$ cat src/rtl/swaa_pkg.sv
package swaa_pkg;

  // Command codes of an input word.
  localparam logic [1:0] CMD_SEND    = 2'd0;
  localparam logic [1:0] CMD_INBOUND = 2'd1;
  localparam logic [1:0] CMD_TICK    = 2'd2;

  // Inbound frame kinds.
  localparam logic [1:0] KIND_EVENT = 2'd0;
  localparam logic [1:0] KIND_ACK   = 2'd1;

  // Outbound frame kinds.
  localparam logic FRAME_EVENT = 1'b0;
  localparam logic FRAME_ACK   = 1'b1;

  // Configuration register indexes.
  localparam int unsigned CFG_IDX_W = 3;
  localparam logic [CFG_IDX_W-1:0] REG_NODE_ROLE      = 3'd0;
  localparam logic [CFG_IDX_W-1:0] REG_ID_VALID       = 3'd1;
  localparam logic [CFG_IDX_W-1:0] REG_RETRY_INTERVAL = 3'd2;
  localparam logic [CFG_IDX_W-1:0] REG_RETRY_LIMIT    = 3'd3;
  localparam logic [CFG_IDX_W-1:0] REG_DROP_TIMEOUT   = 3'd4;

  // Reset values of the configuration registers.
  localparam logic [31:0] RETRY_INTERVAL_RST = 32'd2;
  localparam logic [7:0]  RETRY_LIMIT_RST    = 8'd3;
  localparam logic [31:0] DROP_TIMEOUT_RST   = 32'd10;

  typedef struct packed {
    logic [7:0]  node_role;
    logic        id_valid;
    logic [31:0] retry_interval;
    logic [7:0]  retry_limit;
    logic [31:0] drop_timeout;
  } cfg_t;

  typedef struct packed {
    logic [1:0]  cmd;
    logic [31:0] now;
    logic [1:0]  in_kind;
    logic [31:0] in_stamp;
    logic [31:0] event_stamp;
    logic [63:0] event_data;
    logic        push_ok;
  } item_t;

  typedef struct packed {
    logic        accepted;
    logic        frame_valid;
    logic        frame_kind;
    logic [31:0] frame_stamp;
    logic [31:0] frame_event_stamp;
    logic [63:0] frame_event_data;
    logic        deliver_valid;
    logic        last_acked;
    logic        pending_busy;
  } result_t;

endpackage

$ cat src/rtl/swaa_cfg.sv
module swaa_cfg (
  input  logic                             clk,
  input  logic                             rst_n,
  input  logic                             wr_en,
  input  logic [swaa_pkg::CFG_IDX_W-1:0]   wr_index,
  input  logic [31:0]                      wr_data,
  output swaa_pkg::cfg_t                   cfg
);

  swaa_pkg::cfg_t cfg_r;
  swaa_pkg::cfg_t cfg_nxt;

  // Decode the register index and update the addressed field.
  always_comb begin
    cfg_nxt = cfg_r;
    if (wr_en) begin
      case (wr_index)
        swaa_pkg::REG_NODE_ROLE:      cfg_nxt.node_role      = wr_data[7:0];
        swaa_pkg::REG_ID_VALID:       cfg_nxt.id_valid       = wr_data[0];
        swaa_pkg::REG_RETRY_INTERVAL: cfg_nxt.retry_interval = wr_data;
        swaa_pkg::REG_RETRY_LIMIT:    cfg_nxt.retry_limit    = wr_data[7:0];
        swaa_pkg::REG_DROP_TIMEOUT:   cfg_nxt.drop_timeout   = wr_data;
        default:                      cfg_nxt = cfg_r;
      endcase
    end
  end

  always_ff @(posedge clk) begin
    if (!rst_n) begin
      cfg_r.node_role      <= 8'd0;
      cfg_r.id_valid       <= 1'b0;
      cfg_r.retry_interval <= swaa_pkg::RETRY_INTERVAL_RST;
      cfg_r.retry_limit    <= swaa_pkg::RETRY_LIMIT_RST;
      cfg_r.drop_timeout   <= swaa_pkg::DROP_TIMEOUT_RST;
    end else begin
      cfg_r <= cfg_nxt;
    end
  end

  assign cfg = cfg_r;

endmodule

$ cat src/rtl/swaa_core.sv
module swaa_core (
  input  logic             clk,
  input  logic             rst_n,
  input  logic             fire,
  input  swaa_pkg::item_t  item,
  input  swaa_pkg::cfg_t   cfg,
  output swaa_pkg::result_t res
);

  // Pending event state.
  logic        pending_flag_r, pending_flag_nxt;
  logic        acked_flag_r, acked_flag_nxt;
  logic [31:0] pending_stamp_r, pending_stamp_nxt;
  logic [63:0] pending_data_r, pending_data_nxt;
  logic [31:0] attempt_time_r, attempt_time_nxt;
  logic [7:0]  retry_count_r, retry_count_nxt;

  logic [31:0] gap;
  logic        retry_due;
  logic        retries_left;
  logic        drop_due;

  // Elapsed time since the last attempt, clamped at zero.
  assign gap          = (item.now > attempt_time_r) ? (item.now - attempt_time_r) : 32'd0;
  assign retry_due    = (gap >= cfg.retry_interval);
  assign retries_left = (retry_count_r < cfg.retry_limit);
  assign drop_due     = (gap >= cfg.drop_timeout);

  // One pass over the command: result word and next state.
  always_comb begin
    pending_flag_nxt  = pending_flag_r;
    acked_flag_nxt    = acked_flag_r;
    pending_stamp_nxt = pending_stamp_r;
    pending_data_nxt  = pending_data_r;
    attempt_time_nxt  = attempt_time_r;
    retry_count_nxt   = retry_count_r;
    res               = '0;

    case (item.cmd)
      swaa_pkg::CMD_SEND: begin
        if (cfg.id_valid && item.push_ok) begin
          res.accepted          = 1'b1;
          res.frame_valid       = 1'b1;
          res.frame_kind        = swaa_pkg::FRAME_EVENT;
          res.frame_stamp       = item.now;
          res.frame_event_stamp = item.event_stamp;
          res.frame_event_data  = item.event_data;
          pending_stamp_nxt     = item.event_stamp;
          pending_data_nxt      = item.event_data;
          attempt_time_nxt      = item.now;
          retry_count_nxt       = 8'd0;
          pending_flag_nxt      = 1'b1;
          acked_flag_nxt        = 1'b0;
        end
      end
      swaa_pkg::CMD_INBOUND: begin
        if (item.in_kind == swaa_pkg::KIND_ACK) begin
          if (pending_flag_r && (item.in_stamp == pending_stamp_r)) begin
            pending_flag_nxt = 1'b0;
            acked_flag_nxt   = 1'b1;
          end
        end else if (item.in_kind == swaa_pkg::KIND_EVENT) begin
          res.accepted          = 1'b1;
          res.deliver_valid     = 1'b1;
          res.frame_event_stamp = item.event_stamp;
          res.frame_event_data  = item.event_data;
          if (item.push_ok) begin
            res.frame_valid = 1'b1;
            res.frame_kind  = swaa_pkg::FRAME_ACK;
            res.frame_stamp = item.event_stamp;
          end
        end
      end
      swaa_pkg::CMD_TICK: begin
        if (pending_flag_r && retry_due) begin
          if (retries_left) begin
            if (item.push_ok) begin
              res.accepted          = 1'b1;
              res.frame_valid       = 1'b1;
              res.frame_kind        = swaa_pkg::FRAME_EVENT;
              res.frame_stamp       = item.now;
              res.frame_event_stamp = pending_stamp_r;
              res.frame_event_data  = pending_data_r;
              retry_count_nxt       = retry_count_r + 8'd1;
              attempt_time_nxt      = item.now;
            end
          end else if (drop_due) begin
            pending_flag_nxt = 1'b0;
            acked_flag_nxt   = 1'b0;
          end
        end
      end
      default: begin
      end
    endcase

    res.last_acked   = acked_flag_nxt;
    res.pending_busy = pending_flag_nxt;
  end

  // Flags need reset; the stored event is only read while pending.
  always_ff @(posedge clk) begin
    if (!rst_n) begin
      pending_flag_r <= 1'b0;
      acked_flag_r   <= 1'b0;
    end else if (fire) begin
      pending_flag_r <= pending_flag_nxt;
      acked_flag_r   <= acked_flag_nxt;
    end
  end

  always_ff @(posedge clk) begin
    if (fire) begin
      pending_stamp_r <= pending_stamp_nxt;
      pending_data_r  <= pending_data_nxt;
      attempt_time_r  <= attempt_time_nxt;
      retry_count_r   <= retry_count_nxt;
    end
  end

endmodule

$ cat src/rtl/stop_and_wait_ack_retry.sv
// Channel  Handshake            Payload
// in_      in_valid / in_stall  cmd, now, kind, stamp, event stamp/data, push_ok
// out_     out_valid / out_stall one result word per input word
// cfg_     cfg_valid / cfg_ready register index and 32-bit write data
//
// One input word is taken every cycle while in_stall is low; it passes through the input register
// and then the result register before its result is valid on out_.
// The event state updates as the word moves into the result register, so
// words follow one another with no gap.
// Reset is synchronous on rst_n; no memory sweep.
// out_stall holds the result register and raises in_stall once the input register is full.
module stop_and_wait_ack_retry (
  input  logic                           clk,
  input  logic                           rst_n,
  // Configuration write channel.
  input  logic                           cfg_valid,
  output logic                           cfg_ready,
  input  logic [swaa_pkg::CFG_IDX_W-1:0] cfg_index,
  input  logic [31:0]                    cfg_data,
  // Input channel.
  input  logic                           in_valid,
  output logic                           in_stall,
  input  logic [1:0]                     in_cmd,
  input  logic [31:0]                    in_now,
  input  logic [1:0]                     in_kind,
  input  logic [31:0]                    in_stamp,
  input  logic [31:0]                    in_event_stamp,
  input  logic [63:0]                    in_event_data,
  input  logic                           in_push_ok,
  // Result channel.
  output logic                           out_valid,
  input  logic                           out_stall,
  output logic                           out_accepted,
  output logic                           out_frame_valid,
  output logic                           out_frame_kind,
  output logic [31:0]                    out_frame_stamp,
  output logic [31:0]                    out_frame_event_stamp,
  output logic [63:0]                    out_frame_event_data,
  output logic                           out_deliver_valid,
  output logic                           out_last_acked,
  output logic                           out_pending_busy
);

  swaa_pkg::cfg_t    cfg;
  swaa_pkg::item_t   item_r;
  swaa_pkg::result_t res;
  swaa_pkg::result_t res_r;

  logic item_valid_r, item_valid_nxt;
  logic out_valid_r, out_valid_nxt;
  logic advance;
  logic take_in;

  // Configuration registers; writes are always taken.
  assign cfg_ready = 1'b1;

  swaa_cfg u_cfg (
    .clk      (clk),
    .rst_n    (rst_n),
    .wr_en    (cfg_valid),
    .wr_index (cfg_index),
    .wr_data  (cfg_data),
    .cfg      (cfg)
  );

  // Handshake: a word moves on when the result register is free or draining.
  assign advance  = item_valid_r && (!out_valid_r || !out_stall);
  assign in_stall = item_valid_r && !advance;
  assign take_in  = in_valid && !in_stall;

  always_comb begin
    item_valid_nxt = item_valid_r;
    if (take_in) begin
      item_valid_nxt = 1'b1;
    end else if (advance) begin
      item_valid_nxt = 1'b0;
    end
  end

  always_comb begin
    out_valid_nxt = out_valid_r;
    if (advance) begin
      out_valid_nxt = 1'b1;
    end else if (out_valid_r && !out_stall) begin
      out_valid_nxt = 1'b0;
    end
  end

  always_ff @(posedge clk) begin
    if (!rst_n) begin
      item_valid_r <= 1'b0;
      out_valid_r  <= 1'b0;
    end else begin
      item_valid_r <= item_valid_nxt;
      out_valid_r  <= out_valid_nxt;
    end
  end

  // Input register.
  always_ff @(posedge clk) begin
    if (take_in) begin
      item_r.cmd         <= in_cmd;
      item_r.now         <= in_now;
      item_r.in_kind     <= in_kind;
      item_r.in_stamp    <= in_stamp;
      item_r.event_stamp <= in_event_stamp;
      item_r.event_data  <= in_event_data;
      item_r.push_ok     <= in_push_ok;
    end
  end

  // Protocol logic and pending event state.
  swaa_core u_core (
    .clk   (clk),
    .rst_n (rst_n),
    .fire  (advance),
    .item  (item_r),
    .cfg   (cfg),
    .res   (res)
  );

  // Result register.
  always_ff @(posedge clk) begin
    if (advance) begin
      res_r <= res;
    end
  end

  assign out_valid             = out_valid_r;
  assign out_accepted          = res_r.accepted;
  assign out_frame_valid       = res_r.frame_valid;
  assign out_frame_kind        = res_r.frame_kind;
  assign out_frame_stamp       = res_r.frame_stamp;
  assign out_frame_event_stamp = res_r.frame_event_stamp;
  assign out_frame_event_data  = res_r.frame_event_data;
  assign out_deliver_valid     = res_r.deliver_valid;
  assign out_last_acked        = res_r.last_acked;
  assign out_pending_busy      = res_r.pending_busy;

endmodule
$ cat config.mk
export PLATFORM = sky130hd
export DESIGN_NAME = stop_and_wait_ack_retry
export DESIGN_NICKNAME = d
export VERILOG_FILES = /design/src/rtl/swaa_pkg.sv /design/src/rtl/swaa_cfg.sv /design/src/rtl/swaa_core.sv /design/src/rtl/stop_and_wait_ack_retry.sv
export SDC_FILE = /design/constraint.sdc
export NUM_CORES = 1
export LEC_CHECK = 0
export ABC_AREA = 0
export BUFFER_PORTS_ARGS = -buffer_cell sky130_fd_sc_hd__buf_2
export CAP_MARGIN = 25
export CORE_MARGIN = 3
export CORE_UTILIZATION = 59
export DETAILED_ROUTE_END_ITERATION = 8
export HOLD_SLACK_MARGIN = 0.02
export PLACE_DENSITY = 0.88
export SLEW_MARGIN = 40
export SYNTH_ARGS = -nofsm -noshare
export SYNTH_HDL_FRONTEND = slang
export SYNTH_SLANG_ARGS = --single-unit
$ cat constraint.sdc
create_clock -name clk -period 12.6 [get_ports clk]
set_clock_uncertainty 0.05 [all_clocks]
set_input_delay 0.63 -clock clk [delete_from_list [all_inputs] [get_ports clk]]
set_output_delay 0.63 -clock clk [all_outputs]
set_load 0.1 [all_outputs]
== After elaboration in Yosys (flattened, before gate mapping) ==
Cells that the tools add are included.

* Order comparisons: 4
* Add/subtract/negate cells: 2
* Equality and inequality tests: 12
* Reduce and logical (&&, ||, !) cells: 24
* Mux-type cells: 37
* Bitwise operators: 1

{| class="wikitable"
|+ Operators by type and width
! operator !! number
|-
| 131-bit two-way mux || 4
|-
| 131-bit case mux with 3 select lines || 1
|-
| 132-bit two-way mux || 2
|-
| 32-bit two-way mux || 5
|-
| 32-bit greater-or-equal comparator || 2
|-
| 32-bit case mux with 2 select lines || 1
|-
| 34-bit two-way mux || 1
|-
| 32-bit equality test || 1
|-
| 32-bit greater-than comparator || 1
|-
| 8-bit two-way mux || 4
|-
| 32-bit subtractor || 1
|-
| 1-bit two-way mux || 16
|-
| 8-bit case mux with 2 select lines || 1
|-
| 8-bit by 1-bit adder with 8-bit output, second input constant || 1
|-
| 8-bit < comparator || 1
|-
| 2-bit AND reduction || 4
|-
| 1-bit logical AND || 7
|-
| 3-bit by 2-bit equality test with 1-bit output, second input constant || 2
|-
| 2-bit by 1-bit inequality test with 1-bit output, second input constant || 3
|-
| 1-bit case mux with 3 select lines || 2
|-
| 6-bit AND reduction || 1
|-
| 2-bit nonzero test || 3
|-
| 2-bit by 1-bit equality test with 1-bit output, second input constant || 2
|-
| 1-bit zero test || 4
|-
| 9 further kinds || 10
|}

* Flip-flop bits (word level): 512
* Bits of input ports: 205
* Output and inout port bits: 137

== Logic depth before layout (Yosys ltp) ==
* Depth after elaboration: 8
* Mapped depth: 25
* Mapped depth without buffers: 23

== Cells and area by module ==
A second synthesis with hierarchy kept.

* Cells, all modules: 1593
* Area total of the unflattened synthesis: 22147.5 µm²

{| class="wikitable"
|+ Modules (own cells, without submodules)
! module !! instances !! cells each !! area an instance (µm²) !! sequential area each (µm²)
|-
| swaa_core || 1 || 978 || 10015.9 || 4124.0
|-
| stop_and_wait_ack_retry || 1 || 309 || 9073.7 || 9018.6
|-
| swaa_cfg || 1 || 306 || 3057.9 || 1621.6
|}

== Worst setup path before layout ==
No wires, ideal clock.

* Path type: register to register
* From: register out_valid_r (netlist: out_valid)
* To: register item_r[0] (netlist name) (enable)
* Path slack: 3.154 ns
* Data arrival time: 8.688 ns
* Buffers on the path: 0
* Setup time: 0.708 ns
* Cell stages (with the launch flop): 3
* Path through: dfxtp_1 and3_1 nor2b_1

* Cells in the longest elaborated chain, start to end: 7

{| class="wikitable"
|+ RTL lines
! item !! RTL line !! text
|-
| start: declaration || stop_and_wait_ack_retry.sv:50 || <nowiki>logic out_valid_r, out_valid_nxt;</nowiki>
|-
| start signal: assignment || stop_and_wait_ack_retry.sv:95 || <nowiki>out_valid_r <= out_valid_nxt;</nowiki>
|-
| 1-bit zero test || stop_and_wait_ack_retry.sv:67 || <nowiki>assign advance = item_valid_r && (!out_valid_r || !out_stall);</nowiki>
|-
| 1-bit logical OR || stop_and_wait_ack_retry.sv:67 ||
|-
| 1-bit logical AND || stop_and_wait_ack_retry.sv:67 ||
|-
| 1-bit zero test || stop_and_wait_ack_retry.sv:68 || <nowiki>assign in_stall = item_valid_r && !advance;</nowiki>
|-
| 1-bit logical AND || stop_and_wait_ack_retry.sv:68 ||
|-
| named net in_stall || stop_and_wait_ack_retry.sv:22 || <nowiki>output logic in_stall,</nowiki>
|-
| 1-bit zero test || stop_and_wait_ack_retry.sv:69 || <nowiki>assign take_in = in_valid && !in_stall;</nowiki>
|-
| 1-bit logical AND || stop_and_wait_ack_retry.sv:69 ||
|-
| end: declaration || stop_and_wait_ack_retry.sv:45 || <nowiki>swaa_pkg::item_t item_r;</nowiki>
|}

The timed path passes the listed nets, and every way through them passes these cells.
A chain may end at the register's enable or synchronous reset.

==> impl_metrics.json <==
{
  "outcome": "finished, final reports clean",
  "power.internal_mw": 2.82,
  "antenna_found_initial": 14,
  "post-route-cell-area_mm2": 0.0254,
  "layout-drive-gt1-share_pct": 22.8,
  "maximum_number_of_pins_on_one_net_before_global_route_repair": 83,
  "buffer_ports.inserted": 340,
  "pwr-share-comb_pct": 10.9,
  "postRouteAntennaNets": 0,
  "instances_no_fill": 2433,
  "portion_of_the_clock_cycle_consumed_by_the_worst_path_in_the_final_layout_pct": 51.1,
  "clk_latency_ps": 600,
  "synth.largest_area_cell": "sky130_fd_sc_hd__edfxtp_1",
  "start_util_pct": 60.3,
  "global_route_wire_length_before_repair_um": 82700,
  "max-vdd-ir-drop_v": 0.000133,
  "die_area_mm2": 0.0388,
  "mappedNetlistNets": 1879,
  "mean_instance_size_in_the_synthesized_netlist_um2": 13.7,
  "syn_area_mm2": 0.0215,
  "root_buffer": "sky130_fd_sc_hd__clkbuf_16",
  "number_of_global_route_vias_before_repair": 14442,
  "cp_slowest_stage_delay_ps": 570,
  "drcViolationCount": 0,
  "power-per-cell-area_mw_per_mm2": 150,
  "gpl.final_weighted_congestion": 0.944,
  "postCtsSetupBuffers": 0,
  "numPlacedInstances": 2329,
  "cts_num_sinks": 512,
  "rsz0062_at_grt": "false",
  "via_count": 14411,
  "placed_cell_area_mm2": 0.0237,
  "sw_frac_of_total_pct": 25.7,
  "detailed_place_hpwl_um": 38800,
  "final_hold_viol_count": 0,
  "critical_path.slowest_cell": "sky130_fd_sc_hd__o41ai_1",
  "drc_marker_count_from_the_first_detailed_route_iteration": 1328,
  "timing.critical_path.cells": "ha_1, nor2b_1, o21ai_0, a21boi_1, o41ai_1, a31oi_1, nor3_1, o21ai_1, o31ai_1, mux2_1, ha_1, nand4_1, or3_1, nand3b_1, nor3_1, nand2b_4, a211oi_4, buf_6, a22o_1",
  "slew_violations": 0,
  "holdWs_ps": 156,
  "period_minus_slack_ps": 6440,
  "synthFlopType": "sky130_fd_sc_hd__edfxtp_1",
  "timing.critical_path.arrival_ps": 6840,
  "yosysMostFrequentCell": "sky130_fd_sc_hd__edfxtp_1",
  "drv_cap": 0,
  "worst_setup_path_start_kind": "flop",
  "timing.max_slew.rel_slack_pct": 46.5,
  "final_wirelength_um": 55500,
  "setup_total_negative_slack_ps": 0,
  "cts_resized": 0,
  "holdBufCountCts": 0,
  "power_switching_mw": 0.977,
  "synth_seq_area_share_pct": 67.8,
  "wire_per_inst_um": 22.8,
  "pin_count": 342,
  "chipWidth_um": 197,
  "overflow": 0,
  "cts-root-to-sink-buffers": 3,
  "power.static_leakage_nw": 9.61,
  "clkSlewWorstSetupHoldPaths_ps": 60,
  "clockPowerShare_pct": 38.1,
  "worstPathBufferInverterCount": 1,
  "post_drt_via_cell_ratio": 5.92,
  "layout-area-overhead-vs-synth_pct": 17.9,
  "fp.coreArea_mm2": 0.0357,
  "timing.final.setup_violations": 0,
  "finalNetCount": 2230,
  "max_clock_freq_mhz": 155,
  "worst_setup_path_end_kind": "flop",
  "finish.utilization_pct": 71.0,
  "cts_buffers": 50,
  "cp.required_ps": 13000,
  "cts_tree": "built",
  "htree_num_levels": 2,
  "floorplan.die.height_um": 197,
  "worst_slew_pin_slew_ps": 802,
  "grt_util_overall_pct": 27.9,
  "number_of_synthesized_register_bits": 512,
  "fillers": 2339,
  "drt_pass1_iterations": 5,
  "syn_inst": 1571,
  "share_seq_of_total_power_pct": 51.0,
  "asyncSetResetFlopFracSynth_pct": 0,
  "ys_types": 67,
  "synthTopCellsByCount": "435 x sky130_fd_sc_hd__edfxtp_1, 167 x sky130_fd_sc_hd__nand2_1, 128 x sky130_fd_sc_hd__a22o_1, 119 x sky130_fd_sc_hd__inv_1, 102 x sky130_fd_sc_hd__ha_1",
  "critical_path_class": "reg -> reg",
  "critical-path-top-delay-family": "compound AO/OA/AOI/OAI gates",
  "std_cell_rows": 69,
  "synth-edff-count": 435,
  "yosysWarnings": 0,
  "synth_top_cells_by_area": "sky130_fd_sc_hd__edfxtp_1 61%, sky130_fd_sc_hd__dfxtp_1 7.2%, sky130_fd_sc_hd__ha_1 5.9%, sky130_fd_sc_hd__a22o_1 5.2%, sky130_fd_sc_hd__nand2_1 2.9%",
  "timing.hold.worst.class": "in -> reg",
  "critPathMaxFanout": 81,
  "synth_largest_type_area_fraction_pct": 60.7
}
## per-layer routing
layer  vias up  share of wire (%)  GRT usage, %
met1      7017                 38          36.6
met4         8                3.7          11.7
met3       123                8.7          5.08
li1       6550                  -             -
met5         -              0.094             0
met2       713                 49          46.6
## final timing paths
check	slack (ps)	depth (start not counted)	from	to
max	6160	19	item_r[132]	out_frame_event_data[62]
min	160	1	in_event_data[39]	item_r[40]
max reg2reg	6160	19	item_r[132]	out_frame_event_data[62]
min reg2reg	400	0	item_r[48]	u_core.pending_data_r[47]
## state kept, by name, indices dropped and copies added, names as in the netlist
signal / cells
item_r: 165
out_pending_busy: 1
out_valid: 1
u_core.retry_count_r: 8
item_valid_r: 1
u_core.acked_flag_r: 1
out_frame_event_stamp: 32
out_frame_valid: 1
u_core.attempt_time_r: 32
u_core.pending_data_r: 64
u_cfg.cfg: 73
out_frame_stamp: 32
out_accepted: 1
out_frame_event_data: 64
out_frame_kind: 1
out_deliver_valid: 1
u_core.pending_stamp_r: 32
u_core.pending_flag_r: 1
out_last_acked: 1
## power groups by stage
stage	Sequential [mW]	Combinational, mW	Clock [mW]
finish	1.94	0.413	1.45
global route	1.94	0.439	1.53
CTS	1.94	0.411	1.47
detailed placement	1.97	0.408	0
global placement	1.97	0.400	0
floorplan	2.13	0.135	0
## final cells by class
type / instances / area [µm²] / area share (%)
diodes: 14 / 35.0 / 0.138
clock buffers: 58 / 1280 / 5.05
clock inverters: 30 / 302 / 1.19
inverters: 119 / 452 / 1.78
multi-input cells: 883 / 6280 / 24.7
flip-flops and latches: 512 / 14600 / 57.5
well taps: 461 / 577 / 2.27
repair buffers: 356 / 1860 / 7.32
## layout by cell type (no fill, tap or decap), types with 5 or more instances in the layout
cell / instances
sky130_fd_sc_hd__xnor2_1: 24
sky130_fd_sc_hd__nand2_1: 167
sky130_fd_sc_hd__a21oi_1: 48
sky130_fd_sc_hd__dfxtp_1: 77
sky130_fd_sc_hd__and3_1: 10
sky130_fd_sc_hd__and2_1: 7
sky130_fd_sc_hd__clkbuf_1: 8
sky130_fd_sc_hd__o21a_1: 7
sky130_fd_sc_hd__nor4_1: 5
sky130_fd_sc_hd__buf_2: 339
sky130_fd_sc_hd__clkbuf_16: 51
sky130_fd_sc_hd__a22o_1: 128
sky130_fd_sc_hd__a31oi_1: 5
sky130_fd_sc_hd__buf_4: 12
sky130_fd_sc_hd__inv_1: 118
sky130_fd_sc_hd__ha_1: 102
sky130_fd_sc_hd__a21boi_0: 68
sky130_fd_sc_hd__o21ai_0: 32
sky130_fd_sc_hd__a21o_1: 26
sky130_fd_sc_hd__clkinv_2: 6
sky130_fd_sc_hd__nor2b_1: 9
sky130_fd_sc_hd__xor2_1: 33
sky130_fd_sc_hd__or2_2: 5
sky130_fd_sc_hd__clkinv_1: 9
sky130_fd_sc_hd__edfxtp_1: 435
sky130_fd_sc_hd__o211ai_1: 11
sky130_fd_sc_hd__diode_2: 14
sky130_fd_sc_hd__nand3_1: 24
sky130_fd_sc_hd__nand2b_1: 8
sky130_fd_sc_hd__nor2_1: 54
sky130_fd_sc_hd__nor3_1: 14
sky130_fd_sc_hd__or3_1: 8
sky130_fd_sc_hd__nand4_1: 19
## worst register-to-register path, delay by kind of cell (launching register included)
family                   cells  cell delay, ps
AO/OA/AOI/OAI                8            2480
AND/OR/NAND/NOR              7            1730
adder cells (fa/ha/maj)      2             640
buffers and inverters        1             560
flip-flops                   1             450
multiplexers                 1             380
## logic make-up (layout without fill, tap and decap cells)
group,Yosys count,after routing,synth area share (%)
flops,512,512,67.8
simple gates,356,356,7.79
mux,3,3,0.145
other cells,1,15,0.0174
xor+xnor,57,57,2.32
buf+inv,176,563,3.21
fa+ha+maj,103,103,6.02
compound gates,363,363,12.7
## per-stage QoR
stage	power [mW]	setup slack [ps]
2_1_floorplan	2.27	3150
3_3_place_gp	2.37	5660
3_5_place_dp	2.38	6230
4_1_cts	3.82	6210
5_1_grt	3.91	5750
6_report	3.80	6160
Note: power is estimated with default switching activity, not from simulation.
